## config.mk

```make
export PLATFORM = sky130hd
export DESIGN_NAME = sgta_lane
export DESIGN_NICKNAME = d
export VERILOG_FILES = /design/src/rtl/core/sgta_pkg.sv /design/src/rtl/core/sgta_lane.sv
export SDC_FILE = /design/constraint.sdc
export NUM_CORES = 1
export LEC_CHECK = 0
export ABC_AREA = 0
export BUFFER_PORTS_ARGS = -buffer_cell sky130_fd_sc_hd__clkbuf_2
export CAP_MARGIN = 20
export CORE_ASPECT_RATIO = 1.1
export CORE_MARGIN = 3
export CORE_UTILIZATION = 52
export DETAILED_ROUTE_END_ITERATION = 10
export PLACE_DENSITY = 0.7
export SETUP_SLACK_MARGIN = 0.15
export SLEW_MARGIN = 20
export SYNTH_ARGS = -nofsm -noshare
export SYNTH_HDL_FRONTEND = slang
export SYNTH_SLANG_ARGS = --single-unit
```

## constraint.sdc

```tcl
create_clock -name clk -period 11 [get_ports clk]
set_input_delay 0.55 -clock clk [delete_from_list [all_inputs] [get_ports clk]]
set_output_delay 0.55 -clock clk [all_outputs]
set_load 0.005 [all_outputs]
```

## src/rtl/core/sgta_pkg.sv

```systemverilog
// ----------------------------------------------------------------------------
// sgta_pkg
// Shared types and constants of the strided tensor gather address generator.
// ----------------------------------------------------------------------------
`default_nettype none

package sgta_pkg;

	localparam int OFFSET_W = 50;
	localparam int COUNT_W  = 64;
	localparam int TDATA_W  = ((OFFSET_W + COUNT_W + 7) / 8) * 8;
	localparam int IN_W     = 8;

	localparam int CFG_IDX_W  = 3;
	localparam int CFG_DATA_W = 64;
	localparam int RANK_W     = 3;

	localparam logic [CFG_IDX_W-1:0] CFG_RANK    = 3'd0;
	localparam logic [CFG_IDX_W-1:0] CFG_EXTENTS = 3'd1;
	localparam logic [CFG_IDX_W-1:0] CFG_STRIDE0 = 3'd2;

	typedef struct packed {
		logic last;
		logic err;
	} step_flags_t;

endpackage

`default_nettype wire

```

## src/rtl/core/sgta_lane.sv

```systemverilog
// ----------------------------------------------------------------------------
// sgta_lane
// One dimension's index times stride product, registered.
// ----------------------------------------------------------------------------
`default_nettype none

module sgta_lane
	import sgta_pkg::*;
#(
	parameter int EXTENT_BITS = 16,
	parameter int STRIDE_BITS = 32
) (
	input  wire logic                    clk,
	input  wire logic                    en,
	input  wire logic                    keep,
	input  wire logic [EXTENT_BITS-1:0]  idx,
	input  wire logic [STRIDE_BITS-1:0]  stride,
	output logic      [OFFSET_W-1:0]     prod_s2
);

	localparam int PROD_W = EXTENT_BITS + STRIDE_BITS;

	logic [PROD_W-1:0] prod;

	assign prod = {{STRIDE_BITS{1'b0}}, idx} * {{EXTENT_BITS{1'b0}}, stride};

	always_ff @(posedge clk) begin
		if (en) begin
			prod_s2 <= keep ? OFFSET_W'(prod) : '0;
		end
	end

endmodule

`default_nettype wire

```

# After elaboration in Yosys (flattened, before gate mapping)
# Index checks and enable logic that the tools add are counted.
# totals
ff_bits	50
latch_bits	0
ram_bits	0
romBits	0
inputBits	51
output_inout_bits	50
word_cells	3
memories	0
# classes
n_addsub	0
multipliers	1
n_div	0
magnitude_cmp	0
eq_ne	0
n_shift	0
mux	0
n_bitwise	0
reduce_logical	0
# ops
operator	count
16-bit by 32-bit multiplier with 48-bit output	1

# Longest topological paths before layout
# depth
ltp_word	1
mapped_depth	23
ltp_nobuf	22

# Least setup slack after synthesis
# Ideal clock, no wire load.
# synth_path
path_kind	input -> register
from	input idx[7]
to	register prod_s2[47] (data pin)
setup_time_ps	256
t_arrival_ps	5722
t_required_ps	10744
slack_ps	5023
cell_stages	23
n_path_buf	2
cell_sequence	clkbuf_1 nand2_1 fa_1 inv_1 fa_1 inv_1 fa_1 inv_1 fa_1 fa_1 inv_1 fa_1 inv_1 ha_1 buf_6 a21oi_2 nor2_1 nor3b_1 a21oi_2 o211ai_2 o31a_1 a21oi_1 a31o_2
# synth_between
elab_chain_len	1
# synth_lines
element	line_no	text
from (decl)	sgta_lane.sv:16	input wire logic [EXTENT_BITS-1:0] idx,
16-bit by 32-bit multiplier with 48-bit output	sgta_lane.sv:25	assign prod = {{STRIDE_BITS{1'b0}}, idx} * {{EXTENT_BITS{1'b0}}, stride};
to (signal assigned)	sgta_lane.sv:29	prod_s2 <= keep ? OFFSET_W'(prod) : '0;
to (decl)	sgta_lane.sv:18	output logic [OFFSET_W-1:0] prod_s2
# No other way between the ends.
# A chain may end at the register's enable or synchronous reset.

# Worst setup path in the final report
# Same ends and word-level chain as after synthesis.

==> qor.csv <==
metric;value;unit
slowest CP cell;clkbuf_2;
Synth Flop Type;edfxtp_1;
post-layout min period;6.56;ns
GR Util met1;30.2;%
vias per cell;5.50;
Core Footprint;33700;µm²
Post-Route WL;44600;µm
Netlist cell types;65;
maxcap violations;0;
Setup-failing EPs final;0;
layout net count;2604;
Die ar.;37000;µm²
final hold slack;0.865;ns
f_max;0.152;GHz
Vias;13500;
Least-Margin Pin Slew;0.865;ns
num ports;101;
Post-synth EDFFs;48;
final max-slew violation count;0;
sequential-to-total area share from yosys stat;7.99;%
Root Driver;clkbuf_16;
vias in the first global route;15100;
Mapped Area;18000;µm²
CP arrival;6.61;ns
CP Class;primary input to flop;
met3 Usage GRT;2.73;%
Clock Sinks;48;
most used cell, CP;fa_1;
initial antenna violation count;0;
CP peak stage delay;0.61;ns
final worst path period share;59.7;%
routed wire length per instance;18.2;µm
die height;201;µm
final hold vios;0;
Yosys reg bits;48;
Post-route DRC;0;
Post-Syn Area per Cell;9.00;µm²
clock buffer depth;2;
Syn. warnings;0;
total gr overflow;0;
area leader, netlist;fa_1;
top cell type's share of synthesized area;46.4;%
Syn Inst Count;2004;
Worst Setup End Kind;flop;
unrepaired setup endpoints after global routing;no;
CP required;11.05;ns
GRT Overall Usage;25.3;%
global-route wire length before repair;75000;µm
drt initial violations;791;
ys async rst share;0;%
drt pass-1 iters;5;
crit path launch type;primary input;
most flop-heavy register;prod_s2;
met2 Use GR;46.5;%
Rel. slew slack;42.4;%
hold bufs inserted after CTS;0;
CTS tree;done;
GR peak layer;met2;
Initial Util;53.5;%
Die Width;184;µm
Inserted Diodes;0;
ANT nets after route;0;
Clk pin slew, worst setup/hold paths;0.07;ns
max FFs per register;48;
Resized cells post-CTS;0;
setup TNS;0;ns
Reg area;1440;µm²
CTS Buf Count;5;
multi-input logic area;14500;µm²
status;finished clean;
largest net degree at the start of global routing;49;
filler cell count;3068;
Critical Path, Cell by Cell;clkbuf_2, nand2_1, fa_1, inv_1, fa_1, inv_1, fa_1, inv_1, fa_1, fa_1, inv_1, fa_1, inv_1, ha_1, a21oi_2, nor2_1, nor3b_1, a21oi_2, o211ai_2, o31a_1, a21oi_1, a31o_2;
Post-CTS Setup Inserts;0;
Synth area leaders;fa_1 46%, inv_1 9.3%, ha_1 8.3%;
share of layout cells above drive strength 1;6.70;%
row count;70;
top flop regs;prod_s2: 48 flops;
maximum fanout along the worst path;32;
routability-driven placement congestion ratio;0.900;
area grow syn2layout;4.50;%
PortBufs;98;
worst hold path class;primary input to flop;
htree depth;2;
post-DP HPWL;36000;µm
[kinds of logic after synthesis]
group	after synthesis	share of synthesized area (%)
compound gates	159	6.04
xor+xnor	32	1.55
fa+ha+maj	538	54.7
buf+inv	547	11.5
flops	48	7.99
mux	6	0.340
other cells	1	0.0208
simple gates	673	17.8
[stage by stage]
step           instance area [µm²]  setup WS [ns]  utilization (%)  std cells
2_1_floorplan                18000           5.02                -       2005
3_3_place_gp                 18700           4.17             55.5       2440
3_5_place_dp                 18700           4.17             55.5       2440
4_1_cts                      18800           4.48             55.9       2448
5_1_grt                      18800           4.13             55.9       2448
6_report                     18800           4.44             55.9       2448
[worst max-delay path, delay by kind of cell]
kind	cells	cell delay, ns
and+or+nand+nor	3	0.57
AOI/OAI and AO/OA	6	1.17
buffers and inverters	6	0.85
adders and majority gates	7	3.45
[cells in the mapped netlist, drive strengths merged, types with 2 or more instances]
master / instances
a211oi: 4
nor4: 2
xnor2: 18
a31oi: 9
nor3b: 3
inv: 449
nor3: 11
nor2: 54
nand3: 10
edfxtp: 48
and3: 3
clkbuf: 90
o211ai: 5
fa: 418
or3: 4
a21o: 21
o21a: 2
xor2: 14
o311ai: 2
and2: 219
nand2: 345
mux2i: 5
ha: 120
a21bo: 2
nor2b: 3
nand2b: 6
o31ai: 6
a31o: 2
a21oi: 59
o21ai: 23
a21boi: 2
or2: 3
o21bai: 12
a41oi: 2
nand4: 9
buf: 7
[worst paths after layout]
check | start | end | slack [ns] | cells past startpoint
setup / recovery | idx[7] | prod_s2[47]$_SDFFCE_PN0P_ | 4.44 | 22
hold / removal | en | prod_s2[42]$_SDFFCE_PN0P_ | 0.87 | 2
[area by class of cell]
class,count,share of cell area (%)
flip-flops and latches,48,7.65
inverters,450,8.96
multi-input cells,1410,77.1
repair buffers,100,2.68
clock buffers,5,0.664
clock inverters,3,0.120
well taps,432,2.87
[cell usage in the layout (no fill, tap or decap), types with 3 or more instances in the layout]
cell type,n
fa_1,418
nand2_1,345
ha_1,120
and2_1,219
mux2i_1,5
nor2b_1,3
o31ai_1,6
o211ai_1,4
clkbuf_2,98
xor2_1,14
o21bai_1,11
o21ai_1,5
xnor2_1,18
or3_1,4
o21ai_0,16
nand2b_1,6
a31oi_1,7
a21o_1,21
a21oi_1,54
a21oi_2,5
edfxtp_1,48
nor2_1,54
nor3_1,9
and3_1,3
inv_1,449
nand4_1,9
nand3_1,10
clkbuf_16,5
[per-layer routing]
metal / routed length (µm) / share of wire (%) / vias to the layer above
met5: 0 / 0 / -
met3: 2010 / 4.5 / 118
met4: 1870 / 4.2 / 0
met1: 16500 / 37 / 6970
met2: 24100 / 54 / 422
li1: - / - / 5945
Power is not shown: default switching activity piles up to over one toggle a cycle in this logic, so the estimate is an artifact.
