===== src/rtl/core/sgta_pkg.sv =====
// ----------------------------------------------------------------------------
// sgta_pkg
// Shared types and constants of the strided tensor gather address generator.
// ----------------------------------------------------------------------------
`default_nettype none

package sgta_pkg;

	localparam int OFFSET_W = 50;
	localparam int COUNT_W  = 64;
	localparam int TDATA_W  = ((OFFSET_W + COUNT_W + 7) / 8) * 8;
	localparam int IN_W     = 8;

	localparam int CFG_IDX_W  = 3;
	localparam int CFG_DATA_W = 64;
	localparam int RANK_W     = 3;

	localparam logic [CFG_IDX_W-1:0] CFG_RANK    = 3'd0;
	localparam logic [CFG_IDX_W-1:0] CFG_EXTENTS = 3'd1;
	localparam logic [CFG_IDX_W-1:0] CFG_STRIDE0 = 3'd2;

	typedef struct packed {
		logic last;
		logic err;
	} step_flags_t;

endpackage

`default_nettype wire


===== src/rtl/core/sgta_cfg.sv =====
// ----------------------------------------------------------------------------
// sgta_cfg
// Configuration registers with rank clamping and extent normalization.
// ----------------------------------------------------------------------------
`default_nettype none

module sgta_cfg
	import sgta_pkg::*;
#(
	parameter int MAX_DIMS    = 4,
	parameter int EXTENT_BITS = 16,
	parameter int STRIDE_BITS = 32
) (
	input  wire logic                                     clk,
	input  wire logic                                     arst_n,
	input  wire logic                                     cfg_we,
	input  wire logic [CFG_IDX_W-1:0]                     cfg_index,
	input  wire logic [CFG_DATA_W-1:0]                    cfg_data,
	output logic      [MAX_DIMS-1:0]                      used,
	output logic      [MAX_DIMS-1:0][EXTENT_BITS-1:0]     extent,
	output logic      [MAX_DIMS-1:0][STRIDE_BITS-1:0]     stride
);

	logic [RANK_W-1:0]                     rank_q;
	logic [MAX_DIMS-1:0][EXTENT_BITS-1:0]  extent_q;
	logic [MAX_DIMS-1:0][STRIDE_BITS-1:0]  stride_q;
	logic [RANK_W-1:0]                     rank_eff;

	always_ff @(posedge clk or negedge arst_n) begin
		if (!arst_n) begin
			rank_q <= RANK_W'(1);
		end else if (cfg_we && cfg_index == CFG_RANK) begin
			rank_q <= cfg_data[RANK_W-1:0];
		end
	end

	for (genvar d = 0; d < MAX_DIMS; d++) begin : g_dim
		always_ff @(posedge clk or negedge arst_n) begin
			if (!arst_n) begin
				extent_q[d] <= EXTENT_BITS'(1);
				stride_q[d] <= STRIDE_BITS'(1);
			end else begin
				if (cfg_we && cfg_index == CFG_EXTENTS) begin
					extent_q[d] <= cfg_data[d*EXTENT_BITS +: EXTENT_BITS];
				end
				if (cfg_we && cfg_index == CFG_IDX_W'(CFG_STRIDE0 + d)) begin
					stride_q[d] <= cfg_data[STRIDE_BITS-1:0];
				end
			end
		end

		assign extent[d] = (extent_q[d] == '0) ? EXTENT_BITS'(1) : extent_q[d];
		assign used[d]   = (RANK_W'(d) < rank_eff);
	end

	always_comb begin
		if (rank_q == '0) begin
			rank_eff = RANK_W'(1);
		end else if (rank_q > RANK_W'(MAX_DIMS)) begin
			rank_eff = RANK_W'(MAX_DIMS);
		end else begin
			rank_eff = rank_q;
		end
	end

	assign stride = stride_q;

endmodule

`default_nettype wire


===== config.mk =====
export PLATFORM = sky130hd
export DESIGN_NAME = sgta_cfg
export DESIGN_NICKNAME = d
export VERILOG_FILES = /design/src/rtl/core/sgta_pkg.sv /design/src/rtl/core/sgta_cfg.sv
export SDC_FILE = /design/constraint.sdc
export NUM_CORES = 1
export LEC_CHECK = 0
export BUFFER_PORTS_ARGS = -buffer_cell sky130_fd_sc_hd__buf_2
export CORE_MARGIN = 4
export CORE_UTILIZATION = 45
export CTS_BUF_LIST = sky130_fd_sc_hd__clkbuf_2
export CTS_CLUSTER_DIAMETER = 150
export DETAILED_ROUTE_END_ITERATION = 8
export GPL_ROUTABILITY_DRIVEN = 0
export HOLD_SLACK_MARGIN = 0.05
export PLACE_DENSITY = 0.73
export RECOVER_POWER = 25
export SYNTH_ARGS = -nofsm -noshare
export SYNTH_HDL_FRONTEND = slang
export SYNTH_SLANG_ARGS = --single-unit

===== constraint.sdc =====
create_clock -name clk -period 2.4 [get_ports clk]
set_clock_uncertainty 0.15 [all_clocks]
set_input_delay 0.48 -clock clk [delete_from_list [all_inputs] [get_ports clk]]
set_output_delay 0.48 -clock clk [all_outputs]
set_load 0.1 [all_outputs]

# After elaboration in Yosys (flattened, before gate mapping)
# Cells that the tools add are included.
[word_totals] ff_bits=195 input_bits=70 output_inout_bits=196
[classes] n_lt_le_gt_ge=5 eq_ne=5 muxes=6 n_reduce_logical=12
[op_table] op="$logic_not A16 Y1" n=4
[op_table] op="$mux W16" n=4
[op_table] op="$eq A3 B2 Y1 const B" n=2
[op_table] op="$eq A3 B3 Y1 const B" n=2
[op_table] op="$logic_and A1 B1 Y1" n=6
[op_table] op="$logic_not A3 Y1" n=2
[op_table] op="$lt A1 B3 Y1 const A" n=2
[op_table] op="$lt A2 B3 Y1 const A" n=2
[op_table] op="$mux W3" n=2
[op_table] op="$eq A3 B1 Y1 const B" n=1
[op_table] op="$gt A3 B3 Y1 const B" n=1

# Logic depth before layout (Yosys ltp)
# Gate-level depths: netlist (run 1).
[logic_depth] depth_word=4 ltp_mapped=4

# Worst setup path after synthesis (run 1)
# No wires, ideal clock.
[synth_timing] path_type="register to output" start="register extent_q[8] in the netlist's numbering" end="output port extent[0] in the netlist's numbering" arrival_time_ps=1429 path_slack_ps=341 stages_incl_launch_ff=3 path_buffers=0 path_cell_list="dfrtp_1 nor4_1 a41o_1"
[synth_rtl] item="start: declaration" line="sgta_cfg.sv:25" text="logic [MAX_DIMS-1:0][EXTENT_BITS-1:0] extent_q;"
[synth_rtl] item="start signal: indexed assignment" line="sgta_cfg.sv:44" text="extent_q[d] <= cfg_data[d*EXTENT_BITS +: EXTENT_BITS];"
[synth_rtl] item="end: declaration" line="sgta_cfg.sv:20" text="output logic [MAX_DIMS-1:0][EXTENT_BITS-1:0] extent,"

==> results of run 1 <==
[worst max-delay path, stage by stage, from the launching register on]
cell and delay (ns):
dfrtp_1 0.48, nor4_4 0.33, a41o_1 0.26, buf_12 0.18
[registers in the layout (all words and copies together) (netlist names)]
name and count:
stride 128, rank_q 3, extent_q 64
[layout by cell type (no fill, tap or decap), drive strengths merged]
cell type / count
a21o: 1
a41o: 4
and4bb: 3
buf: 267
bufinv: 2
clkbuf: 51
clkinv: 11
conb: 1
dfrtp: 186
dfstp: 9
diode: 1
dlygate4sd3: 69
inv: 2
mux2: 195
nand4b: 2
nor3: 4
nor4: 12
nor4b: 1
or2: 1
[routing by layer]
layer / up-vias / wire length (µm) / GRT usage
met5: - / 0 / 0
met4: 0 / 432 / 0.0673
met3: 27 / 1250 / 0.0516
met2: 219 / 11700 / 0.382
met1: 2730 / 9040 / 0.268
li1: 2335 / - / -
[where the power goes]
group | total, mW | internal (mW) | switching [mW]
clock | 1.56 | 0.471 | 1.08
sequential | 4.55 | 4.03 | 0.525
combinational | 7.93 | 1.57 | 6.36
[per-stage QoR]
stage	std cells	utilization	worst slack [ns]
final	1047	0.617	-0.215
after floorplan	502	-	0.341
after global routing	1047	0.617	-0.361
after CTS	1040	0.609	-0.270
after detailed placement	926	0.542	0.298
after global placement	926	0.542	0.342
[logic make-up after synthesis]
group / count (synthesis) / synth area share
flops: 195 / 0.615
other cells: 1 / 0.000471
simple gates: 23 / 0.0215
mux: 195 / 0.304
compound gates: 5 / 0.00598
buf+inv: 83 / 0.0531
[worst max path at each step]
stage | end | startpoint | cells past startpoint
after CTS | extent[32] | extent_q[33] | 3
after floorplan | extent[0] | extent_q[8] | 2
after detailed placement | extent_q[4] | cfg_index[2] | 4
after global routing | extent[16] | extent_q[18] | 3
final | extent[48] | extent_q[56] | 3
after global placement | extent_q[3] | cfg_index[2] | 4
[layout make-up]
cell class	instances	area [µm²]
diodes	1	2.50
clock buffers	17	85.1
clock inverters	15	140
fillers	1261	6620
multi-input cells	224	2760
flip-flops and latches	195	4890
well taps	225	282
repair buffers	370	2520
[repair_timing]
action | in CTS | in global routing
buffers inserted | 12 | 7
pin swaps | 2 | 6
hold buffers | 70 | 0
setup endpoints to repair | 10 | 21
hold endpoints to repair | 382 | 0
gates resized for setup | 32 | 46
==> impl_metrics.tcl, run 1 <==
set metrics [dict create \
    status "complete, but fails checks" \
    failed_checks "setup timing" \
    synth_common_cells "dfrtp_1 (186), mux2_2 (126), clkbuf_1 (61)" \
    leakage_nw 5.15 \
    ys_warn_count 0 \
    ys_ff_latch 195 \
    reg2reg_depth 3 \
    syn_nets 572 \
    clk_latency_ns 0.69 \
    start_util 0.460 \
    rows 48 \
    fin_ws_ns -0.215 \
    synthFlopType "dfrtp_1" \
    min_from "cfg_we" \
    whs_ns 0.277 \
    cts_root_buf "clkbuf_2" \
    totalNegativeSetupSlack_ns -0.702 \
    async_flop_share 1.00 \
    dieHeight_um 141 \
    drtIter0Drc 193 \
    tightest_slew_ns 0.898 \
    avgSynthCellArea_um2 15.9 \
    grt_max_degree 48 \
    design.core.area_mm2 0.0173 \
    whs_path_depth 3 \
    drc 0 \
    cts_buffer_depth 2 \
    place_area_mm2 0.00938 \
    cts_tree "done" \
    drive_above_1_share 0.653 \
    hp-class "primary input to flop" \
    setup_viol 4 \
    period_share 1.09 \
    dr.pass1.iters 5 \
    fmax_mhz 382 \
    netlist_area_mm2 0.00796 \
    final_design_area_no_fill_mm2 0.0107 \
    rsz0062_at_grt "yes" \
    critPathKind "flop to output pin" \
    drt_wl_total_mm 22.4 \
    cts_htree_levels 4 \
    synth_area_leaders "dfrtp_1 (58%), mux2_2 (18%), mux2_4 (11%), dfstp_2 (3.0%), clkbuf_1 (2.9%)" \
    r2r-start "extent_q[56]" \
    dieArea_mm2 0.0199 \
    synth.most_common_cell "dfrtp_1" \
    total_power_mw 14.0 \
    whs_endpoint "stride[0]" \
    cp-start-kind "flop" \
    cellPowerDensity_mw_per_mm2 1320 \
    grt_pass1_vias 5776 \
    crit_required_ns 1.77 \
    syn_inst 502 \
    grt_use_total 0.218 \
    fin_crit_ns 2.62 \
    antenna_left 0 \
    r2r_slack_ns 1.16 \
    slew_violations 0 \
    overflow 0 \
    grt_pass1_wl_mm 33.4 \
    max-vdd-ir-drop_v 0.000855 \
    hold_viol 0 \
    critPathMaxFanout 2 \
    area_delta_synth_final_pct 34.2 \
    cts_buffers 17 \
    end_kind "output pin" \
    wire_per_inst_um 21.4 \
    die_x_um 141 \
    vias 5311 \
    clock_sinks 195 \
    place_hpwl_mm 14.6 \
    yosysSeqAreaShare 0.615 \
    portBuffers 264 \
    ys_types 18 \
    nets 878 \
    antenna_found_initial 1 \
    arrival_ns 1.99 \
    max-cap-violations 0 \
    clk_pin_slew_ns 0.28 \
    synth_edf_count 0 \
    routed_via_density 5.07 \
    synth_area_leader_cell "dfrtp_1" \
    yosys.area.top_type_share 0.585 \
    relSlewSlack 0.401 \
    ios 266 \
    worstReg2RegEnd "extent_q[56]" \
]
Power figures use the tool's default switching activity.
==> run 2: changes to the inputs <==
Settings changed: ABC_AREA set to 1, CORE_ASPECT_RATIO set to 0.7.
==> impl_metrics.tcl, run 2 <==
set metrics [dict create \
    design.core.area_mm2 0.0165 \
    routed_via_density 4.90 \
    n_antenna_cell 0 \
    synth.area.mux_share 0 \
    dp_slack_ns 0.406 \
    antenna_left 0 \
    totalNegativeSetupSlack_ns -0.210 \
    cp-endpoint "extent[0]" \
    rsz0062_at_grt "yes" \
    async_flop_share 1.00 \
    start_util 0.465 \
    hold_viol 0 \
    wire_per_inst_um 16.5 \
    fmax_mhz 401 \
    wl_met3_mm 1.85 \
    grt_pass1_wl_mm 34.3 \
    place_hpwl_mm 14.9 \
    reg2reg_depth 3 \
    synth_edf_count 0 \
    multi_input_area_mm2 0.00223 \
    final_util 0.621 \
    clk_latency_ns 0.70 \
    synth_common_cells "nand2_1 (254), dfrtp_1 (186), o21ai_0 (151)" \
    synth_adder_area_share 0 \
    startpoint "extent_q[10]" \
    synth.most_common_cell "nand2_1" \
    cts_root_buf "clkbuf_2" \
    synth-compound-area-share 0.107 \
    dieHeight_um 117 \
    max-cap-violations 0 \
    crit_required_ns 1.77 \
    critPathMaxFanout 3 \
    synth_top_family_by_area "simple AND/OR/NAND/NOR gates" \
    avgSynthCellArea_um2 9.17 \
    ys_ff_latch 195 \
    die_x_um 164 \
    setup_viol 4 \
    drive_above_1_share 0.311 \
    ys_types 21 \
    yosysSeqAreaShare 0.637 \
    cts_tree "done" \
    overflow 0 \
    antenna_found_initial 0 \
    failed_checks "setup timing" \
    syn_nets 907 \
    yosys.area.top_type_share 0.607 \
    grt_use_total 0.228 \
    cts_buffer_depth 2 \
    ios 266 \
    drt_wl_total_mm 22.4 \
    cp-start-kind "flop" \
    fin_ws_ns -0.0951 \
    cellPowerDensity_mw_per_mm2 1240 \
    period_share 1.04 \
    synth_area_leader_cell "dfrtp_1" \
    r2r_slack_ns 1.42 \
    slew_violations 0 \
    highest_layer "met4" \
    leakage_nw 5.52 \
    wl_met1_mm 9.96 \
    relSlewSlack 0.432 \
    synthFlopType "dfrtp_1" \
    cts_htree_levels 4 \
    fillCellCount 1459 \
    max-vdd-ir-drop_v 0.000800 \
    drc 0 \
    synth_area_leaders "dfrtp_1 (61%), nand2_1 (12%), o21ai_0 (9.8%), clkbuf_1 (4.0%), dfstp_2 (3.1%)" \
    ys_warn_count 0 \
    syn_inst 837 \
    worstReg2RegEnd "extent_q[14]" \
    final_common_cell "nand2_1" \
    tightest_slew_ns 0.852 \
    synthSimpleGateAreaFrac 0.178 \
    layout_common_cells "nand2_1 (249), buf_2 (231), dfrtp_1 (185)" \
    area_delta_synth_final_pct 33.6 \
    drtIter0Drc 629 \
    end_kind "output pin" \
    vias 6667 \
    clock_sinks 195 \
    synth_xor_area_frac 0 \
    largest_register_ffs 128 \
    critPathKind "flop to output pin" \
    status "complete, but fails checks" \
    portBuffers 264 \
    arrival_ns 1.87 \
    dieArea_mm2 0.0192 \
    ff_latch_area_mm2 0.00489 \
    grt_pass1_vias 6305 \
    r2r-start "extent_q[14]" \
    nets 1192 \
    hp-class "primary input to flop" \
    grt_max_degree 65 \
    fin_crit_ns 2.50 \
    dr.pass1.iters 5 \
    netlist_area_mm2 0.00767 \
    cts_buffers 17 \
    wl_met2_mm 10.2 \
    clk_pin_slew_ns 0.28 \
    rows 39 \
]
## run 2: cell count changes after synthesis, sizes merged, moves of 12 or more
cell	previous run	this run
clkbuf	61	81
inv	0	41
mux2	195	0
nand2	0	257
nand3	0	34
nor2	0	43
nor4	12	0
o21ai	0	163
## run 2: how the worst min path moves through the flow
stage | start | to | slack, ns | cells past startpoint
floorplan | arst_n | extent_q[10] | 0.03 | 0
global placement | stride[114] | stride[114] | 0.31 | 2
detailed placement | stride[97] | stride[97] | 0.32 | 2
CTS | cfg_we | rank_q[0] | 0.09 | 5
global route | cfg_index[1] | rank_q[0] | 0.17 | 4
finish | cfg_index[1] | rank_q[0] | 0.20 | 4
## run 2: critical path: stages, from the launching register on
cell and delay (ns):
dfrtp_1 0.46, nor2_1 0.11, nand2_1 0.10, nor2_4 0.13
nand2_1 0.08, nand2_2 0.08, buf_12 0.17
## run 2: kinds of logic (layout without fill, tap and decap cells)
| logic type | Yosys count | in the layout |
|---|---|---|
| other | 1 | 1 |
| flip-flops | 195 | 195 |
| AO/OA/AOI/OAI | 164 | 164 |
| buffers and inverters | 143 | 441 |
| AND/OR/NAND/NOR | 334 | 334 |
## run 2: per-stage QoR
stage	hold WS [ns]	power, mW	instance area, µm²	std cells
global placement	0.310	10.6	9040	1241
detailed placement	0.318	10.7	9040	1241
global route	0.166	13.2	10200	1360
finish	0.196	12.7	10200	1360
CTS	0.0911	12.7	10200	1356
floorplan	0.0344	9.68	7670	837
## run 2: area by class of cell
type,count,share of cell area
Tap cell,225,0.0275
Timing Repair Buffer,368,0.237
Inverter,41,0.0150
Multi-Input combinational cell,499,0.218
Sequential cell,195,0.477
Clock buffer,17,0.00830
Clock inverter,15,0.0175
## run 2: repair_timing
action | CTS | global route
hold buffers | 69 | 0
setup endpoints to repair | 10 | 42
pin swaps | 12 | 6
hold endpoints to repair | 383 | 0
gates resized for setup | 28 | 33
buffers inserted | 14 | 4
## run 2: per-layer routing
layer,track usage,up-vias
met5,0,-
met4,0.0508,0
met3,0.0707,26
met2,0.358,238
met1,0.316,3235
li1,-,3168
## run 2: power breakdown
part	switching, mW	total, mW	leakage [nW]	internal [mW]
clock	1.13	1.73	0.150	0.592
combinational	5.62	6.64	2.94	1.02
sequential	0.397	4.31	2.43	3.92
==> run 3: changes to the inputs <==
Settings changed: CELL_PAD_IN_SITES_DETAIL_PLACEMENT set to 0, CELL_PAD_IN_SITES_GLOBAL_PLACEMENT set to 1, CORE_UTILIZATION 45 to 41, PLACE_DENSITY 0.73 to 0.88.
==> impl_metrics.tcl, run 3 (synthesis gave the netlist of run 2 again) <==
set metrics [dict create \
    wl_met1_mm 10.4 \
    period_share 1.03 \
    wl_met2_mm 9.93 \
    max-cap-violations 0 \
    start_util 0.421 \
    dieArea_mm2 0.0210 \
    tightest_slew_ns 1.45 \
    cts_buffers 17 \
    status "complete, but fails checks" \
    grt_use_total 0.209 \
    whs_ns 0.138 \
    clk_latency_ns 0.71 \
    startpoint "extent_q[24]" \
    slew_violations 0 \
    cp_slowest_stage_delay_ns 0.46 \
    cp_slowest_cell "dfrtp_1" \
    final_design_area_no_fill_mm2 0.0103 \
    place_hpwl_mm 15.0 \
    cts_root_buf "clkbuf_2" \
    nets 1197 \
    grt_max_degree 77 \
    rsz0062_at_grt "yes" \
    critPathKind "flop to output pin" \
    wire_per_inst_um 16.4 \
    fin_crit_ns 2.48 \
    totalNegativeSetupSlack_ns -0.676 \
    portBuffers 264 \
    cellPowerDensity_mw_per_mm2 1230 \
    failed_checks "setup timing" \
    setup_viol 24 \
    cp-start-kind "flop" \
    cts_htree_levels 4 \
    die_x_um 172 \
    clock_sinks 195 \
    instances_no_fill 1375 \
    final_util 0.568 \
    worstReg2RegEnd "extent_q[7]" \
    leakage_nw 5.57 \
    dp.cells 1250 \
    arrival_ns 1.85 \
    n_antenna_cell 0 \
    drtIter0Drc 493 \
    design.core.area_mm2 0.0182 \
    largest_register_ffs 128 \
    relSlewSlack 0.0307 \
    vias 6599 \
    routed_via_density 4.80 \
    grt_pass1_vias 6134 \
    final_common_cell "nand2_1" \
    clk_pin_slew_ns 0.29 \
    fmax_mhz 404 \
    highest_layer "met4" \
    cts_tree "done" \
    cts_buffer_depth 2 \
    cp_num_cells 6 \
    grt_pass1_wl_mm 34.3 \
    dr.pass1.iters 5 \
    crit_buf_inv 1 \
    overflow 0 \
    hold_viol 0 \
    max-vdd-ir-drop_v 0.000848 \
    critPathMaxFanout 3 \
    ios 266 \
    layout_common_cells "nand2_1 (251), buf_2 (223), dfrtp_1 (186)" \
    reg2reg_depth 3 \
    area_delta_synth_final_pct 34.8 \
    cp-endpoint "extent[16]" \
    fin_ws_ns -0.0757 \
    r2r_slack_ns 0.98 \
    drive_above_1_share 0.311 \
    cp_top_family "simple AND/OR/NAND/NOR gates" \
    place_area_mm2 0.00904 \
    crit_required_ns 1.77 \
    r2r-start "extent_q[7]" \
    wl_met3_mm 1.85 \
    total_power_mw 12.8 \
    crit_top_cell "nand2_1" \
    drc 0 \
    rows 41 \
    antenna_found_initial 0 \
    crit_chain "nor2_1, nand2_1, nor2_2, nand2_1, nand2_2, buf_12" \
    dieHeight_um 122 \
    hp-class "primary input to flop" \
    end_kind "output pin" \
    antenna_left 0 \
    drt_wl_total_mm 22.5 \
    dp_slack_ns 0.407 \
]
[run 3: changes by cell type in the layout (fill, tap and decap cells not counted), moves of 2 or more]
cell           delta
buf_2             -8
buf_4            +12
dlygate4sd3_1     +3
inv_6             -2
inv_8             +2
nand2_1           +2
clkbuf_1          -4
buf_12            +2
[run 3: what timing repair did]
action	4_1_cts	5_1_grt
pin swaps	7	5
buffers inserted	21	2
gates resized for setup	43	30
hold buffers	71	0
hold endpoints to repair	388	0
setup endpoints to repair	10	27
[run 3: power by group]
group	internal [mW]	total [mW]	switching, mW	leakage (nW)
registers	3.92	4.31	0.391	2.43
clock network	0.598	1.75	1.15	0.153
logic	1.07	6.70	5.62	2.99
total	5.59	12.8	7.17	5.57
[run 3: metal layers]
layer,global-route usage,vias up
met5,0,-
met1,0.304,3125
met4,0.0475,0
li1,-,3185
met3,0.0628,22
met2,0.309,267
[run 3: layout make-up]
| cell class | instances | area (µm²) |
|---|---|---|
| fill | 1610 | 7870 |
| inverter | 41 | 154 |
| clock inverter | 14 | 180 |
| sequential | 195 | 4890 |
| timing repair buffer | 373 | 2530 |
| tap | 236 | 295 |
| multi-input combinational | 499 | 2200 |
| clock buffer | 17 | 85.1 |
[run 3: worst min-delay path by stage]
| stage | start | slack (ns) | cells after the start | to |
|---|---|---|---|---|
| after floorplan | arst_n | 0.03 | 0 | extent_q[10] |
| after global placement | extent_q[48] | 0.31 | 2 | extent_q[48] |
| after detailed placement | stride[0] | 0.31 | 2 | stride[0] |
| after CTS | cfg_we | 0.07 | 5 | extent_q[10] |
| after global routing | cfg_index[1] | 0.06 | 4 | rank_q[0] |
| final | cfg_index[1] | 0.14 | 4 | rank_q[2] |
[run 3: worst reg2reg max path, delay by kind of cell (launching register included)]
kind            cells  cell delay, ns
flops               1            0.45
buf+inv             1            0.59
simple gates        1            0.06
compound gates      1            0.09
