==> src/rtl/core/sgta_pkg.sv <==
// ----------------------------------------------------------------------------
// sgta_pkg
// Shared types and constants of the strided tensor gather address generator.
// ----------------------------------------------------------------------------
`default_nettype none

package sgta_pkg;

	localparam int OFFSET_W = 50;
	localparam int COUNT_W  = 64;
	localparam int TDATA_W  = ((OFFSET_W + COUNT_W + 7) / 8) * 8;
	localparam int IN_W     = 8;

	localparam int CFG_IDX_W  = 3;
	localparam int CFG_DATA_W = 64;
	localparam int RANK_W     = 3;

	localparam logic [CFG_IDX_W-1:0] CFG_RANK    = 3'd0;
	localparam logic [CFG_IDX_W-1:0] CFG_EXTENTS = 3'd1;
	localparam logic [CFG_IDX_W-1:0] CFG_STRIDE0 = 3'd2;

	typedef struct packed {
		logic last;
		logic err;
	} step_flags_t;

endpackage

`default_nettype wire

==> src/rtl/core/sgta_odometer.sv <==
// ----------------------------------------------------------------------------
// sgta_odometer
// Per-dimension index counters, element count and traversal state.
// ----------------------------------------------------------------------------
`default_nettype none

module sgta_odometer
	import sgta_pkg::*;
#(
	parameter int MAX_DIMS    = 4,
	parameter int EXTENT_BITS = 16
) (
	input  wire logic                                  clk,
	input  wire logic                                  arst_n,
	input  wire logic                                  accept,
	input  wire logic                                  begin_req,
	input  wire logic [MAX_DIMS-1:0]                   used,
	input  wire logic [MAX_DIMS-1:0][EXTENT_BITS-1:0]  extent,
	output logic      [MAX_DIMS-1:0][EXTENT_BITS-1:0]  idx_q,
	output logic      [COUNT_W-1:0]                    flat_q,
	output logic                                       active_q,
	output step_flags_t                                flags_s1
);

	logic [MAX_DIMS-1:0][EXTENT_BITS:0]    idx_p1;
	logic [MAX_DIMS-1:0]                   wrap;
	logic [MAX_DIMS-1:0][EXTENT_BITS-1:0]  nxt;
	logic                                  carry;
	logic                                  at_end;

	for (genvar d = 0; d < MAX_DIMS; d++) begin : g_inc
		assign idx_p1[d] = {1'b0, idx_q[d]} + (EXTENT_BITS+1)'(1);
		assign wrap[d]   = (idx_p1[d] >= {1'b0, extent[d]});
	end

	always_comb begin
		carry  = 1'b1;
		at_end = 1'b1;
		for (int d = MAX_DIMS - 1; d >= 0; d--) begin
			nxt[d] = idx_q[d];
			if (used[d]) begin
				if (carry) begin
					nxt[d] = wrap[d] ? '0 : idx_p1[d][EXTENT_BITS-1:0];
				end
				carry = carry & wrap[d];
			end
		end
		if (begin_req) begin
			nxt = '0;
		end
		for (int d = 0; d < MAX_DIMS; d++) begin
			if (used[d] && nxt[d] < extent[d] - EXTENT_BITS'(1)) begin
				at_end = 1'b0;
			end
		end
	end

	always_ff @(posedge clk or negedge arst_n) begin
		if (!arst_n) begin
			idx_q    <= '0;
			flat_q   <= '0;
			active_q <= 1'b0;
		end else if (accept) begin
			if (begin_req) begin
				idx_q    <= nxt;
				flat_q   <= '0;
				active_q <= !at_end;
			end else if (active_q) begin
				idx_q    <= nxt;
				flat_q   <= flat_q + COUNT_W'(1);
				active_q <= !at_end;
			end
		end
	end

	always_ff @(posedge clk) begin
		if (accept) begin
			flags_s1.err  <= !begin_req && !active_q;
			flags_s1.last <= (begin_req || active_q) && at_end;
		end
	end

endmodule

`default_nettype wire

==> config.mk <==
export PLATFORM = sky130hd
export DESIGN_NAME = sgta_odometer
export DESIGN_NICKNAME = d
export VERILOG_FILES = /design/src/rtl/core/sgta_pkg.sv /design/src/rtl/core/sgta_odometer.sv
export SDC_FILE = /design/constraint.sdc
export NUM_CORES = 1
export LEC_CHECK = 0
export BUFFER_PORTS_ARGS = -buffer_cell sky130_fd_sc_hd__buf_2
export CAP_MARGIN = 0
export CORE_ASPECT_RATIO = 2
export CORE_MARGIN = 4
export CORE_UTILIZATION = 32
export CTS_CLUSTER_DIAMETER = 150
export DETAILED_ROUTE_END_ITERATION = 8
export SYNTH_ARGS = -nofsm -noshare
export SYNTH_HDL_FRONTEND = slang
export SYNTH_SLANG_ARGS = --single-unit
==> constraint.sdc <==
create_clock -name clk -period 8.3 [get_ports clk]
set_input_delay 0.83 -clock clk [delete_from_list [all_inputs] [get_ports clk]]
set_output_delay 0.83 -clock clk [all_outputs]
set_load 0.02 [all_outputs]
# == After elaboration in Yosys (flattened, before gate mapping) ==
# Cells that the tools add are included.
# word_totals
out_inout_bits,131
wordCells,64
reg_bits,131
in_bits,72
# op_classes
order_cmp,8
muxes,25
n_reduce_logical,12
add_sub_neg,9
n_bitwise,2
# ops
operator,count
two-way mux 64 bit,5
two-way mux 16 bit,11
adder 16 x 1 -> 17 bit (second input constant),4
>= comparator 17 x 16 -> 1 bit,4
adder 64 x 1 -> 64 bit (second input constant),1
< comparator 16 bit,4
subtractor 16 x 1 -> 16 bit (second input constant),4
two-way mux 1 bit,9
logical AND 1 bit,6
zero test 1 bit,3
bitwise AND 1 bit,2
AND reduction 2 bit,1
nonzero test 2 bit,1
logical OR 1 bit,1

# == Depth between registers and ports, before layout ==
# Gate-level depths: netlist of the first run.
# depth
ltp_word,19
ltp_mapped,26
mapped_depth_nobuf,25

# == Worst setup path before layout of the first run ==
# Ideal clock, no wire load.
# synth_timing
path_kind,register to register
startpoint,reg idx_q[0] (netlist bit)
endpoint,reg flags_s1[1] (netlist bit) (data pin)
slack_ns,2.896
path_stages_with_launch,24
required_ns,8.032
arrival_ns,5.136
synth_period_minus_slack_ns,5.404
n_path_buf,0
setup_time_ns,0.268
path_cell_list,dfrtp_1 ha_1 and3_1 nand3_1 nor3_1 nand2_1 xnor2_1 ha_1 a211oi_1 o21ai_0 a211oi_1 o21ai_1 nor3_2 a22oi_1 nor2_1 ha_1 a21o_1 a21o_1 a21o_1 a21o_1 a211oi_1 o2111a_1 o211a_1 nor4_1
# synth_lines
element,line_no,source
from (decl),sgta_odometer.sv:19,"output logic [MAX_DIMS-1:0][EXTENT_BITS-1:0] idx_q,"
from (signal assigned),sgta_odometer.sv:65,idx_q <= nxt;
from (signal assigned),sgta_odometer.sv:69,idx_q <= nxt;
to (decl),sgta_odometer.sv:22,output step_flags_t flags_s1

==> out/metrics.yaml, run 1 <==
floorplanning:
  pin_count: 203
  start_util_pct: 32.5
  die-height_microns: 284
  std_cell_rows: 100
  die-area_sq_um: 41400
  core_area_sq_um: 37400
  die_x_microns: 146
cts:
  cts.path.max_buffers: 2
  cts_made_buffers: 17
  clock-sinks: 131
  cts_tree: "built"
  clockRootBuffer: "clkbuf_16"
  post_cts_buffers: 0
  cts_resized: 0
  hold_buffers: 0
  clock_latency_ns: 0.45
  cts.clk_slew.worst_paths_ns: 0.07
  cts-htree-levels: 4
layout:
  fin_util_pct: 37.8
  multiInputGateArea_sq_um: 8250
  fill_cells: 3829
  diodes: 0
  drive_gt1_share_pct: 17.6
  final-seq-area_sq_um: 3290
  nets: 1871
  synthToLayoutAreaGrowth_pct: 16.4
detailed_routing:
  drt-total-wl_microns: 42400
  ant_nets: 0
  via_per_inst: 5.50
  vias: 11800
  post-route-drc-count: 0
  dr.first_iter.drc_count: 528
  wire_per_inst_microns: 19.8
  dr.pass1.iters: 5
synth:
  ys_seq_area_share_pct: 27.0
  yosys-top-cells-area: "dfrtp_1 (27%), ha_1 (14%), xnor2_1 (7.1%), nor2_1 (5.2%), xor2_1 (4.6%)"
  syn_avg_cell_area_sq_um: 8.11
  synth_edf_count: 2
  synth_area_sq_um: 12200
  yosysWarnings: 0
  synth_cells: 1500
  synthFlopType: "dfrtp_1"
  ys_top_cells_by_count: "nor2_1 (169), ha_1 (133), dfrtp_1 (129)"
  yosys.area.top_type_share_pct: 26.5
  yosysTopAreaCell: "dfrtp_1"
  yosysMostFrequentCell: "nor2_1"
  ys_types: 74
  synth-seq-cells: 131
  synth_fp_nets: 1705
  async_flop_share_pct: 98.5
global_route:
  use_met2_pct: 39.0
  grt_util_met3_pct: 4.35
  grt_pass1_wl_microns: 65700
  grt_pass1_vias: 11900
  grtUsageTotal_pct: 20.2
  gr-max-usage-layer: "met2"
  use_met1_pct: 18.6
  antenna_found_initial: 0
  grt_max_degree: 78
  overflow: 0
place:
  dp_slack_ns: 1.79
  portBuffers: 202
  hpwl_microns: 33900
  gp_congestion: 0.922
sta:
  fin_crit_ns: 6.62
  hold_ws_ns: 0.424
  slew_violations: 0
  max_slew.worst_pin.slew_ns: 1.18
  skew_ns: 0.0110
  layout_setup_ws_ns: 1.68
  setup_viol: 0
  finalSetupTns_ns: 0
  fmax_mhz: 151
  hold_viol_final: 0
  relSlewSlack_pct: 21.3
  min_period_over_period_pct: 79.8
  rsz0062_at_grt: "no"
worst_setup_path:
  worst_setup_path_end_kind: "flip-flop"
  worstPathRequired_ns: 8.46
  worstPathArrival_ns: 6.79
  rr_worst_depth: 22
  setup.worst_path.start_class: "flip-flop"
  setup.worst_path.class: "flip-flop to flip-flop"
  rrSetupSlack_ns: 1.68
  crit_fanout: 20
  r2r_end: "flags_s1[1]"
  r2r-start: "idx_q[32]"
pwr:
  total_power_mw: 1.74
  peakVddDrop_uv: 130
  p_leak_nw: 6.91
  p_per_area_nw_per_um2: 123
flow_run:
  drv_cap: 0
worst_hold_path:
  hold_path_class: "input pin to asynchronous set/reset pin"
status:
  status: "completed"
## worst max-delay path by stage
stage	from	endpoint	slack, ns	depth (start not counted)
after floorplan	idx_q[0]	flags_s1[1]	2.90	23
after global placement	idx_q[32]	flags_s1[1]	1.84	22
after detailed placement	idx_q[32]	flags_s1[1]	1.79	22
after CTS	idx_q[32]	flags_s1[1]	1.75	22
after global routing	idx_q[0]	flags_s1[1]	1.22	24
final	idx_q[32]	flags_s1[1]	1.68	22
## state kept, by name (all words and copies together) (netlist names)
name      flops
flat_q       64
idx_q        64
flags_s1      2
active_q      1
## stage by stage
stage               cell area (sq um)  instances
floorplan                       12200       1500
global placement                13600       2106
detailed placement              13600       2106
CTS                             14200       2138
global route                    14200       2138
finish                          14200       2138
## cell type report
class,count,area share (%)
Multi-Input combinational cell,1204,58.3
Sequential cell,131,23.2
Timing Repair Buffer,209,7.57
Tap cell,459,4.06
Clock buffer,17,3.01
Inverter,103,2.73
Clock inverter,15,1.10
## routing by layer
layer	vias to the layer above	share of wire, %
met4	0	6.8
met3	118	4.6
met1	5606	33
met2	328	55
li1	5702	-
met5	-	0
## layout by cell type (no fill, tap or decap), drive strengths merged, types with 10 or more instances in the layout
master,instances
inv,113
clkbuf,17
buf,209
ha,133
nand4,69
mux2,24
o211ai,10
nor2b,17
a22oi,28
a211oi,11
dfrtp,129
nand3,68
o21ai,63
nor3,33
a21o,18
nor4,18
a21oi,85
xor2,64
o31ai,25
nor2,171
and4,17
and3,24
xnor2,99
nand2,128
## power breakdown
group	leakage (nW)	internal [mW]	switching, mW	total, mW
Sequential	1.81	0.652	0.0236	0.675
Combinational	4.82	0.102	0.195	0.297
Clock	0.284	0.425	0.345	0.769
Total	6.91	1.18	0.564	1.74
## critical path, cell delays in order (launching register included)
cell and delay (ns):
dfrtp_1 0.47, ha_1 0.23, nand3_1 0.18, nor3b_2 0.39, nand4_1 0.17, xnor2_1 0.18, ha_1 0.33, nand4_1 0.18
o41ai_1 0.45, a31o_2 0.28, or2_1 0.18, o21a_1 0.70, nand4_1 0.18, a21oi_1 0.32, ha_1 0.30, a21o_1 0.18
a21o_1 0.17, a21oi_1 0.13, o21ai_0 0.11, a31oi_1 0.33, nand4_1 0.14, a311oi_1 0.60, nor4_1 0.12
## kinds of logic after synthesis
group | Yosys count | synth area share, %
AND/OR/NAND/NOR | 588 | 24.1
AO/OA/AOI/OAI | 295 | 15.8
XOR/XNOR | 163 | 11.7
adder cells (fa/ha/maj) | 133 | 13.7
multiplexers | 25 | 2.30
buffers and inverters | 165 | 5.31
flip-flops | 131 | 27.0
(Power assumes the default switching activity.)
==> inputs of run 2 (changes only) <==
==> constraint.sdc (replaced) <==
create_clock -name clk -period 5.9 [get_ports clk]
set_input_delay 0.59 -clock clk [delete_from_list [all_inputs] [get_ports clk]]
set_output_delay 0.59 -clock clk [all_outputs]
set_load 0.02 [all_outputs]
==> run 2 against run 1 <==
Worst setup slack got worse by 1.4 ns; largest power group unchanged; sequential cell count did not move; sequential share of layout area fell by 0.64 points; global-route usage grew 0.093 points.
==> out/metrics.yaml, run 2 (synthesis gave the netlist of run 1 again) <==
global_route:
  overflow: 0  # unchanged
  antenna_found_initial: 0  # unchanged
  grt_max_degree: 73  # was 78
  grt_pass1_wl_microns: 66400  # was 65700 microns
  grt_pass1_vias: 12100  # was 11900
  grtUsageTotal_pct: 20.3  # was 20.2%
detailed_routing:
  vias: 12100  # was 11800
  wire_per_inst_microns: 19.8  # about the same
  via_per_inst: 5.54  # was 5.50
  dr.pass1.iters: 5  # unchanged
  drt-total-wl_microns: 43200  # was 42400 microns
  ant_nets: 0  # unchanged
  dr.first_iter.drc_count: 581  # was 528
  post-route-drc-count: 0  # unchanged
layout:
  diodes: 0  # unchanged
  final_cell_mix: "buf_2 (200), nor2_1 (167), ha_1 (132)"  # was buf_2 (200), nor2_1 (168), ha_1 (133)
  layout_commonest_cell: "buf_2"  # unchanged
  design_area_sq_um: 14600  # was 14200 sq um
  synthToLayoutAreaGrowth_pct: 19.7  # was 16.4%
  top_regs: "flat_q (64), idx_q (64), flags_s1 (2)"  # unchanged
  nets: 1918  # was 1871
  fin_cells: 2185  # was 2138
  drive_gt1_share_pct: 20.4  # was 17.6%
sta:
  relSlewSlack_pct: 21.3  # about the same
  max_slew.worst_pin.slew_ns: 1.18  # about the same
  hold_ws_ns: 0.171  # was 0.424 ns
  slew_violations: 0  # unchanged
  fmax_mhz: 178  # was 151 MHz
  setup_viol: 0  # unchanged
  min_period_over_period_pct: 95.2  # was 79.8%
  fin_crit_ns: 5.62  # was 6.62 ns
  skew_ns: 0.0143  # was 0.0110 ns
  hold_viol_final: 0  # unchanged
  finalSetupTns_ns: 0  # unchanged
cts:
  clockRootBuffer: "clkbuf_16"  # unchanged
  cts_made_buffers: 17  # unchanged
  clock-sinks: 131  # unchanged
  hold_buffers: 0  # unchanged
  cts_tree: "built"  # unchanged
  clock_latency_ns: 0.45  # about the same
  cts-htree-levels: 4  # unchanged
  cts.clk_slew.worst_paths_ns: 0.07  # about the same
  cts.path.max_buffers: 2  # unchanged
place:
  place_area_sq_um: 13900  # was 13600 sq um
  place_inst: 2149  # was 2106
  portBuffers: 202  # unchanged
  gp_congestion: 0.925  # was 0.922
  hpwl_microns: 34200  # was 33900 microns
floorplanning:
  start_util_pct: 32.5  # unchanged
  die-area_sq_um: 41400  # unchanged
  die-height_microns: 284  # unchanged
  die_x_microns: 146  # unchanged
  pin_count: 203  # unchanged
  std_cell_rows: 100  # unchanged
  core_area_sq_um: 37400  # unchanged
pwr:
  p_clk_share_pct: 43.3  # was 44.2%
  peakVddDrop_uv: 186  # was 130 uV
  switchingPower_mw: 0.823  # was 0.564 mW
  p_leak_nw: 7.17  # was 6.91 nW
  p_per_area_nw_per_um2: 170  # was 123 nW/um^2
  seqPwrFrac_pct: 38.0  # was 38.8%
  total_power_mw: 2.47  # was 1.74 mW
  p_comb_share_pct: 18.7  # was 17.1%
  switching_share_pct: 33.3  # was 32.4%
  power.internal_mw: 1.65  # was 1.18 mW
flow_run:
  drv_cap: 0  # unchanged
worst_setup_path:
  setup.worst_path.start_class: "flip-flop"  # unchanged
  cpMaxStageDelayCell: "or4_4"  # was o21a_1
  startpoint: "idx_q[49]"  # was idx_q[32]
  worst_setup_path_end_kind: "flip-flop"  # unchanged
  crit_fanout: 9  # was 20
  r2r-start: "idx_q[49]"  # was idx_q[32]
  rrSetupSlack_ns: 0.28  # was 1.68 ns
  setup.worst_path.class: "flip-flop to flip-flop"  # unchanged
  worstPathRequired_ns: 6.22  # was 8.46 ns
  worstPathArrival_ns: 5.94  # was 6.79 ns
  slowest_delay_ns: 0.55  # was 0.70 ns
status:
  status: "completed"  # unchanged
worst_hold_path:
  hold_path_class: "input pin to asynchronous set/reset pin"  # unchanged
run 2: cell types whose count changed in the layout (fill, tap and decap cells not counted), sizes merged:
cell,delta
buf,+47
clkinv,+3
inv,-2
bufinv,-1
run 2: worst paths after layout:
path,end,depth (start not counted)
min in group clk,flags_s1[1],1
setup reg to reg,active_q,26
max in group asynchronous,idx_q[34],2
hold reg to reg,flat_q[1],2
setup / recovery,active_q,26
hold / removal,flat_q[54],1
run 2: layout make-up:
class,count,area (sq um)
clock inverters,15,163
fillers,3850,22900
repair buffers,256,1430
clock buffers,17,425
inverters,103,387
flip-flops and latches,131,3290
multi-input cells,1204,8290
well taps,459,574
run 2: per-layer routing:
metal / global-route usage (%) / part of all wire (%) / vias up
met4: 13.3 / 6.8 / 0
met5: 0 / 0 / -
met2: 38.4 / 54 / 361
li1: - / - / 5781
met3: 3.98 / 4.5 / 124
met1: 19.5 / 35 / 5839
run 2: what timing repair did:
action	in CTS	in global routing
resized for setup	0	13
setup buffers	0	4
endpoints found under the setup margin	0	2
run 2: worst max-delay path, delay by kind of cell (launching register included):
kind,cells,cell delay (ns)
adders and majority gates,3,0.88
xor gates and xnor gates,1,0.13
and+or+nand+nor,8,1.72
DFF,1,0.35
buffers and inverters,3,0.48
AOI/OAI and AO/OA,11,1.92
run 2: power groups by stage:
| stage | logic (mW) | registers (mW) | clock network, mW |
|---|---|---|---|
| final | 0.463 | 0.937 | 1.07 |
| after global routing | 0.511 | 0.940 | 1.14 |
| after floorplan | 0.228 | 0.979 | 0 |
| after global placement | 0.455 | 0.953 | 0 |
| after detailed placement | 0.460 | 0.955 | 0 |
| after CTS | 0.462 | 0.937 | 1.10 |
run 2: per-stage QoR:
step	setup slack [ns]	utilization [%]
floorplan	0.496	-
global placement	0.158	37.1
detailed placement	0.143	37.1
CTS	0.0991	38.7
global route	-0.00611	38.9
finish	0.284	38.9
==> inputs of run 3 (changes only) <==
--- a/config.mk
+++ b/config.mk
@@ -12,6 +12,8 @@
 export CORE_UTILIZATION = 32
 export CTS_CLUSTER_DIAMETER = 150
 export DETAILED_ROUTE_END_ITERATION = 8
+export MAX_ROUTING_LAYER = met4
+export SETUP_SLACK_MARGIN = 0.3
 export SYNTH_ARGS = -nofsm -noshare
 export SYNTH_HDL_FRONTEND = slang
 export SYNTH_SLANG_ARGS = --single-unit
==> run 3 against run 2 <==
Combinational power is 3% higher; sequential share of layout area is 0.51 points lower; non-clock buffer count is 20 higher; first-iteration DRC count is 13% higher; routed wire length is 0.41% higher; via count is 1.0% higher; register-to-register slack better by 0.27 ns.
==> out/metrics.yaml, run 3 (synthesis gave the netlist of run 1 again) <==
worst_setup_path:
  r2r_end: "active_q"  # unchanged
  setup.worst_path.class: "flip-flop to flip-flop"  # unchanged
  cpMostUsedCell: "ha_1"
  rrSetupSlack_ns: 0.56  # was 0.28 ns
  critPathBufInv: 3  # unchanged
  worstPathArrival_ns: 5.67  # was 5.94 ns
  worstPathRequired_ns: 6.23  # was 6.22 ns
  cpMaxStageDelayCell: "or4_4"  # unchanged
  worst_setup_path_end_kind: "flip-flop"  # unchanged
  setup.worst_path.start_class: "flip-flop"  # unchanged
  r2r-start: "idx_q[49]"  # unchanged
  crit_fanout: 7  # was 9
  rr_worst_depth: 26  # unchanged
  slowest_delay_ns: 0.55  # about the same
  cp_top_family: "compound AO/OA/AOI/OAI gates"  # unchanged
layout:
  synthToLayoutAreaGrowth_pct: 22.9  # was 19.7%
  final_cell_mix: "buf_2 (200), nor2_1 (163), ha_1 (131)"  # was buf_2 (200), nor2_1 (167), ha_1 (132)
  nets: 1938  # was 1918
  top_regs: "flat_q (64), idx_q (64), flags_s1 (2)"  # unchanged
  design_area_sq_um: 15000  # was 14600 sq um
  diodes: 0  # unchanged
  fin_cells: 2205  # was 2185
  fill_cells: 3796  # was 3850
  drive_gt1_share_pct: 23.6  # was 20.4%
  layout_commonest_cell: "buf_2"  # unchanged
  fin_util_pct: 40.0  # was 38.9%
global_route:
  grtUsageTotal_pct: 21.0  # was 20.3%
  grt_pass1_wl_microns: 66900  # was 66400 microns
  grt_max_degree: 83  # was 73
  antenna_found_initial: 0  # unchanged
  overflow: 0  # unchanged
  grt_pass1_vias: 12300  # was 12100
detailed_routing:
  post-route-drc-count: 0  # unchanged
  drt-total-wl_microns: 43400  # was 43200 microns
  ant_nets: 0  # unchanged
  via_per_inst: 5.55  # was 5.54
  wire_per_inst_microns: 19.7  # was 19.8 microns
  vias: 12200  # was 12100
  dr.first_iter.drc_count: 659  # was 581
  dr.pass1.iters: 8  # was 5
floorplanning:
  core_area_sq_um: 37400  # unchanged
  die_x_microns: 146  # unchanged
  die-height_microns: 284  # unchanged
  start_util_pct: 32.5  # unchanged
  pin_count: 203  # unchanged
  std_cell_rows: 100  # unchanged
  die-area_sq_um: 41400  # unchanged
sta:
  slew_violations: 0  # unchanged
  min_period_over_period_pct: 90.6  # was 95.2%
  layout_setup_ws_ns: 0.557  # was 0.284 ns
  relSlewSlack_pct: 19.3  # was 21.3%
  fmax_mhz: 187  # was 178 MHz
  rsz0062_at_grt: "yes"
  setup_viol: 0  # unchanged
  fin_crit_ns: 5.34  # was 5.62 ns
  hold_viol_final: 0  # unchanged
  max_slew.worst_pin.slew_ns: 1.21  # was 1.18 ns
  hold_ws_ns: 0.182  # was 0.171 ns
  finalSetupTns_ns: 0  # unchanged
  skew_ns: 0.0159  # was 0.0143 ns
flow_run:
  drv_cap: 0  # unchanged
cts:
  clock_latency_ns: 0.45  # about the same
  clock-sinks: 131  # unchanged
  clockRootBuffer: "clkbuf_16"  # unchanged
  cts_tree: "built"  # unchanged
  cts-htree-levels: 4  # unchanged
  cts.clk_slew.worst_paths_ns: 0.07  # about the same
  cts.path.max_buffers: 2  # unchanged
  cts_made_buffers: 17  # unchanged
pwr:
  peakVddDrop_uv: 155  # was 186 uV
  total_power_mw: 2.54  # was 2.47 mW
  p_per_area_nw_per_um2: 170  # about the same
  p_leak_nw: 7.28  # was 7.17 nW
place:
  place_area_sq_um: 13900  # about the same
  portBuffers: 202  # unchanged
  hpwl_microns: 34100  # was 34200 microns
  gp_congestion: 0.920  # was 0.925
  place_inst: 2151  # was 2149
  dp_slack_ns: 0.0109  # was 0.143 ns
worst_hold_path:
  hold_path_class: "input pin to asynchronous set/reset pin"  # unchanged
status:
  status: "completed"  # unchanged
-- run 3: cell count changes in the layout (fill, tap and decap cells not counted), sizes merged --
| cell | before | now |
|---|---|---|
| bufinv | 0 | 1 |
| clkinv | 6 | 3 |
| buf | 256 | 276 |
| clkinvlp | 1 | 2 |
| inv | 111 | 112 |
-- run 3: cell type report --
| class | instances | area (sq um) | area share, % |
|---|---|---|---|
| clock buffer | 17 | 425 | 2.85 |
| clock inverter | 15 | 185 | 1.24 |
| inverter | 103 | 387 | 2.59 |
| multi-input combinational | 1204 | 8480 | 56.7 |
| sequential | 131 | 3300 | 22.1 |
| tap | 459 | 574 | 3.84 |
| timing repair buffer | 276 | 1590 | 10.7 |
-- run 3: how the worst max path moves through the flow --
| stage | startpoint | endpoint | slack (ns) | depth (start not counted) |
|---|---|---|---|---|
| 2_1_floorplan | idx_q[0] | flags_s1[1] | 0.50 | 23 |
| 3_3_place_gp | idx_q[21] | flags_s1[1] | 0.10 | 22 |
| 3_5_place_dp | idx_q[21] | flags_s1[1] | 0.01 | 22 |
| 4_1_cts | idx_q[17] | active_q | 0.30 | 22 |
| 5_1_grt | idx_q[52] | active_q | 0.27 | 24 |
| 6_report | idx_q[49] | active_q | 0.56 | 26 |
-- run 3: routing by layer --
layer	vias up	global-route usage, %	share of wire, %
met2	416	38.8	54
met4	0	13.2	6.5
met3	137	3.77	4.5
met5	-	-	0
li1	5821	-	-
met1	5853	19.9	35
-- run 3: what timing repair did --
item                                    in CTS  in global routing
pin swaps                                    3                 20
gates cloned                                 0                  0
buffers inserted                             3                 19
hold buffers                                 0                  0
resized for setup                            8                 62
endpoints found under the setup margin       2                  2
-- run 3: power by group --
| group | internal, mW | switching (mW) | leakage, nW |
|---|---|---|---|
| combinational | 0.175 | 0.302 | 5.20 |
| clock | 0.609 | 0.518 | 0.293 |
| sequential | 0.917 | 0.0220 | 1.79 |
| total | 1.70 | 0.842 | 7.28 |
